### config.mk
export PLATFORM = sky130hd
export DESIGN_NAME = qte_encode
export DESIGN_NICKNAME = d
export VERILOG_FILES = /design/src/design/assert_macros.svh /design/src/design/qte_pkg.sv /design/src/design/qte_encode.sv
export SDC_FILE = /design/constraint.sdc
export NUM_CORES = 2
export LEC_CHECK = 0
export BUFFER_PORTS_ARGS = -buffer_cell sky130_fd_sc_hd__buf_2
export CAP_MARGIN = 20
export CORE_MARGIN = 2
export CORE_UTILIZATION = 60
export CTS_BUF_LIST = sky130_fd_sc_hd__clkbuf_8
export DETAILED_ROUTE_END_ITERATION = 10
export PLACE_DENSITY = 0.84
export REMOVE_ABC_BUFFERS = 1
export SLEW_MARGIN = 15
export SYNTH_ARGS = -nofsm -noshare
export SYNTH_HDL_FRONTEND = slang
export SYNTH_SLANG_ARGS = --single-unit
### constraint.sdc
create_clock -name i_clk -period 20.3 [get_ports i_clk]
set_input_delay 3.045 -clock i_clk [delete_from_list [all_inputs] [get_ports i_clk]]
set_output_delay 3.045 -clock i_clk [all_outputs]
set_load 0.05 [all_outputs]
### src/design/assert_macros.svh
// Assertion helpers for the design files; only the top-level file includes them.
`ifndef ASSERT_MACROS_SVH
`define ASSERT_MACROS_SVH

// Same-cycle implication, checked outside reset.
`define QTE_ASSERT_IMP(lbl, clk, rst_n, ante, cons, msg) \
    lbl: assert property (@(posedge clk) disable iff (!rst_n) (ante) |-> (cons)) \
        else $error(msg);

// Next-cycle implication, checked outside reset.
`define QTE_ASSERT_NXT(lbl, clk, rst_n, ante, cons, msg) \
    lbl: assert property (@(posedge clk) disable iff (!rst_n) (ante) |=> (cons)) \
        else $error(msg);

`endif

### src/design/qte_pkg.sv
package qte_pkg;

    // Q30 component width, product width, term width
    localparam int Q_W = 31;
    localparam int P_W = 62;
    localparam int T_W = 34;
    // CORDIC vector width and angle width
    localparam int C_W = 36;
    localparam int A_W = 34;
    // Square root: operand width and result bits
    localparam int S_W = 62;
    localparam int SQ_STEPS = 31;
    localparam int ATAN_LEN = 24;

    localparam logic signed [T_W-1:0] ONE_Q30 = 34'sd1073741824;
    localparam logic signed [A_W-1:0] PI_Q30 = 34'sd3373259426;
    localparam logic signed [A_W-1:0] HALF_PI_Q30 = 34'sd1686629713;
    localparam logic signed [30:0] RAD2DEG_Q24 = 31'sd961263669;

    // atan(2^-i) in Q30, truncated
    localparam logic [31:0] ATAN_TAB [ATAN_LEN] = '{
        32'h3243F6A8, 32'h1DAC6705, 32'h0FADBAFC, 32'h07F56EA6, 32'h03FEAB76,
        32'h01FFD55B, 32'h00FFFAAA, 32'h007FFF55, 32'h003FFFEA, 32'h001FFFFD,
        32'h000FFFFF, 32'h0007FFFF, 32'h0003FFFF, 32'h0001FFFF, 32'h0000FFFF,
        32'h00007FFF, 32'h00003FFF, 32'h00001FFF, 32'h00000FFF, 32'h000007FF,
        32'h000003FF, 32'h000001FF, 32'h000000FF, 32'h0000007F
    };

    // Sine and cosine terms in Q30
    typedef struct packed {
        logic signed [T_W-1:0] sinr;
        logic signed [T_W-1:0] cosr;
        logic signed [T_W-1:0] siny;
        logic signed [T_W-1:0] cosy;
        logic signed [T_W-1:0] sinp;
    } t_terms;

endpackage

### src/design/qte_encode.sv
module qte_encode import qte_pkg::*; (
    input  logic                  i_clk,
    input  logic                  i_rst_n,
    input  logic                  i_adv,
    input  logic                  i_valid,
    input  logic                  i_deg,
    input  logic signed [A_W-1:0] i_roll,
    input  logic signed [A_W-1:0] i_pitch,
    input  logic signed [A_W-1:0] i_yaw,
    input  logic                  i_clamp,
    input  logic                  i_sinp_pos,
    output logic                  o_valid,
    output logic signed [15:0]    o_roll,
    output logic signed [14:0]    o_pitch,
    output logic signed [15:0]    o_yaw,
    output logic                  o_clamped
);

    logic signed [A_W-1:0] w_a [3];
    logic signed [A_W-1:0] r_a [3];
    logic signed [48:0]    r_ph [3];
    logic signed [47:0]    r_pl [3];
    logic                  r_clamp;
    logic                  r_v;
    logic signed [63:0]    w_p [3];
    logic signed [A_W-1:0] w_s [3];

    // Select pitch: clamp by the sine, else limit to a quarter turn
    always_comb begin
        w_a[0] = i_roll;
        w_a[2] = i_yaw;
        if (i_clamp) begin
            w_a[1] = i_sinp_pos ? HALF_PI_Q30 : -HALF_PI_Q30;
        end else if (i_pitch > HALF_PI_Q30) begin
            w_a[1] = HALF_PI_Q30;
        end else if (i_pitch < -HALF_PI_Q30) begin
            w_a[1] = -HALF_PI_Q30;
        end else begin
            w_a[1] = i_pitch;
        end
    end

    // Degree scaling as two partial products
    always_ff @(posedge i_clk) begin
        if (i_adv) begin
            for (int k = 0; k < 3; k++) begin
                r_a[k]  <= w_a[k];
                r_ph[k] <= $signed(w_a[k][A_W-1:16]) * RAD2DEG_Q24;
                r_pl[k] <= $signed({1'b0, w_a[k][15:0]}) * RAD2DEG_Q24;
            end
            r_clamp <= i_clamp;
        end
    end

    // Combine and round half up
    always_comb begin
        for (int k = 0; k < 3; k++) begin
            w_p[k] = (64'(r_ph[k]) <<< 16) + 64'(r_pl[k]) + (64'sd1 <<< 46);
            w_s[k] = r_a[k] + 34'sd65536;
        end
    end

    // Output register
    always_ff @(posedge i_clk) begin
        if (i_adv) begin
            o_roll    <= i_deg ? w_p[0][62:47] : w_s[0][32:17];
            o_pitch   <= i_deg ? w_p[1][61:47] : w_s[1][31:17];
            o_yaw     <= i_deg ? w_p[2][62:47] : w_s[2][32:17];
            o_clamped <= r_clamp;
        end
    end

    always_ff @(posedge i_clk) begin
        if (!i_rst_n) begin
            r_v     <= 1'b0;
            o_valid <= 1'b0;
        end else if (i_adv) begin
            r_v     <= i_valid;
            o_valid <= r_v;
        end
    end

endmodule

==> impl_metrics.py <==
metrics = {
    "run_status": {
        "status": "finished clean",
    },
    "clock_network": {
        "cts_tree": "done",
        "clock_sinks": 325,
        "h-tree-depth": 2,
        "clkSlewWorstSetupHoldPaths_ns": 0.06,
        "cts.repair.resized": 0,
        "clk_latency_ns": 0.74,
        "cts_hold_buf": 0,
        "cts_buffers": 60,
        "root_buffer": "clkbuf_8",
        "cts_setup_buffers": 0,
        "cts.path.max_buffers": 3,
    },
    "routing": {
        "first_iter_violations": 2854,
        "drc_errors": 0,
        "wl_microns": 163000,
        "vias_per_cell": 5.67,
        "vias": 43500,
        "post_drt_wl_per_cell_microns": 21.2,
        "final_antenna_net_count": 0,
        "firstDrtPassIters": 7,
    },
    "yosys": {
        "synth_top_area_share_pct": 32.7,
        "yosysSeqAreaShare_pct": 15.3,
        "synth.area.top_cells": "fa_1 33%, ha_1 25%, edfxtp_1 15%",
        "ys_async_sr_fraction_pct": 0,
        "ys.flop_type": "edfxtp_1",
        "synth_cell_type_count": 73,
        "avgSynthCellArea_sq_um": 10.5,
        "synth.most_common_cell": "inv_1",
        "synth_seq_cells": 325,
        "ys_warn_count": 0,
        "synth_edf_count": 323,
        "netlist_area_sq_mm": 0.0635,
        "netlist.top_cell.by_area": "fa_1",
        "synthCells": 6035,
        "synth_commonest_cells": "1642 x inv_1, 1252 x ha_1, 1038 x fa_1",
    },
    "timing": {
        "hold_viol_final": 0,
        "fmax_ghz": 0.0826,
        "tns_ns": 0,
        "fin_crit_sh_pct": 59.7,
        "min_period_ns": 12.11,
        "worst_pin_slew_ns": 1.07,
        "setup_viol": 0,
        "hold-worst-slack_ns": 0.433,
        "relSlewSlack_pct": 27.8,
        "fin_skew_ns": 0.0370,
        "slew_viol_final": 0,
        "rsz0062_at_grt": "false",
    },
    "global_route": {
        "grt_max_degree": 111,
        "grt_antenna_before_repair": 1,
        "grt.total_usage_pct": 31.2,
        "grt_pass1_wl_microns": 259000,
        "grt_pass1_vias": 46800,
        "grt_overflow": 0,
    },
    "final_layout": {
        "regArea_sq_mm": 0.00974,
        "final_nets": 8632,
        "drive_gt1_share_pct": 4.65,
        "multiInputGateArea_sq_mm": 0.0475,
        "utilization_pct": 64.1,
        "fin_cells": 7676,
        "nFillCells": 8373,
        "area_growth_pct": 6.06,
    },
    "critical_path": {
        "critPathCaptureType": "flip-flop",
        "cp.required_ns": 20.77,
        "path_buf_inv": 4,
        "r2r_cells": 9,
        "worstPathArrival_ns": 12.58,
        "max_stage_delay_ns": 0.67,
        "path_max_fanout": 20,
        "cp_common_cell": "fa_1",
        "critPathTopFamily": "adder cells",
        "worstSetupPathType": "input port to flip-flop",
        "cp.depth": 32,
        "crit_slowest_cell": "a211oi_1",
        "cp-start-kind": "input port",
    },
    "place": {
        "placedCellCount": 7562,
        "place.gp.congestion": 1.02,
        "hpwl_microns": 142000,
        "port_buffers": 157,
    },
    "floorplan": {
        "die_x_microns": 329,
        "die_area_sq_mm": 0.108,
        "fp.dieH_microns": 329,
        "start_util_pct": 60.4,
        "core_area_sq_mm": 0.105,
        "ios": 158,
        "rows": 119,
    },
    "min_path": {
        "hold_path.class": "flip-flop to flip-flop",
        "holdPathStages": 0,
    },
    "job": {
        "max-cap-violations": 0,
    },
}
[per-layer routing]
layer / GRT usage [%] / wire length, microns / up-vias / part of all wire (%)
met2: 51.0 / 76400 / 1603 / 47
met1: 42.9 / 68700 / 21800 / 42
met3: 5.46 / 12800 / 289 / 7.9
met5: 0 / 138 / - / 0.085
met4: 9.02 / 4840 / 2 / 3.0
li1: - / - / 19900 / -
[worst paths after layout]
| kind | from | end | slack (ns) |
|---|---|---|---|
| worst max-delay path | i_pitch[1] | r_pl[0][91]$_DFFE_PP_ | 8.19 |
| worst min-delay path | r_clamp$_DFFE_PP_ | o_clamped$_DFFE_PP_ | 0.43 |
| worst max register to register | r_pl[0][43]$_DFFE_PP_ | o_roll[15]$_DFFE_PP_ | 16.27 |
| worst min register to register | r_clamp$_DFFE_PP_ | o_clamped$_DFFE_PP_ | 0.43 |
[cells by family (layout without fill, tap and decap cells)]
group	Yosys count	count (layout)	share of synthesized area, %
AO/OA/AOI/OAI	776	776	8.07
XOR/XNOR	284	284	3.92
adder cells (fa/ha/maj)	2290	2290	57.4
buffers and inverters	1677	1926	9.91
flip-flops	325	325	15.3
multiplexers	3	3	0.0473
other	0	1	0
AND/OR/NAND/NOR	680	680	5.33
[placed cells by master (no fill, tap or decap), types with 11 or more instances in the layout]
cell	n
o211ai_1	21
inv_1	1652
a21o_1	160
fa_1	1038
nand2b_1	22
edfxtp_1	323
clkbuf_8	61
and2_1	20
a31oi_1	30
and4_1	13
o31ai_1	14
and3_1	31
nand2_1	137
nor2b_1	42
o21bai_1	31
buf_2	156
ha_1	1252
a211o_1	12
nor2_1	180
nor3_1	42
xnor2_1	188
clkinv_1	11
a21oi_1	204
nand3_1	87
nand4_1	53
o21a_1	66
buf_4	12
clkinv_2	15
a211oi_1	26
xor2_1	96
o21ai_0	123
[area by class of cell]
cell class / count / area share (%)
tap: 1391 / 2.58
clock inverter: 52 / 0.750
multi-input combinational: 4033 / 70.5
clock buffer: 61 / 1.25
inverter: 1644 / 9.16
timing repair buffer: 169 / 1.32
antenna: 1 / 0.00372
sequential: 325 / 14.5
[flip-flops by register name, indices dropped and copies added, names as in the netlist]
register,count
o_clamped,1
o_pitch,15
o_roll,16
o_valid,1
o_yaw,16
r_a,44
r_clamp,1
r_ph,140
r_pl,90
r_v,1
[metrics by stage]
stage          worst slack [ns]  cell area (sq um)
2_1_floorplan              9.19              63400
3_3_place_gp               7.85              66000
3_5_place_dp               7.60              66000
4_1_cts                    8.32              67400
5_1_grt                    7.57              67400
6_report                   8.19              67400
Power is left out: the tool's default activity adds up to more than one toggle a clock period on the data nets, which glitch-free logic cannot reach.
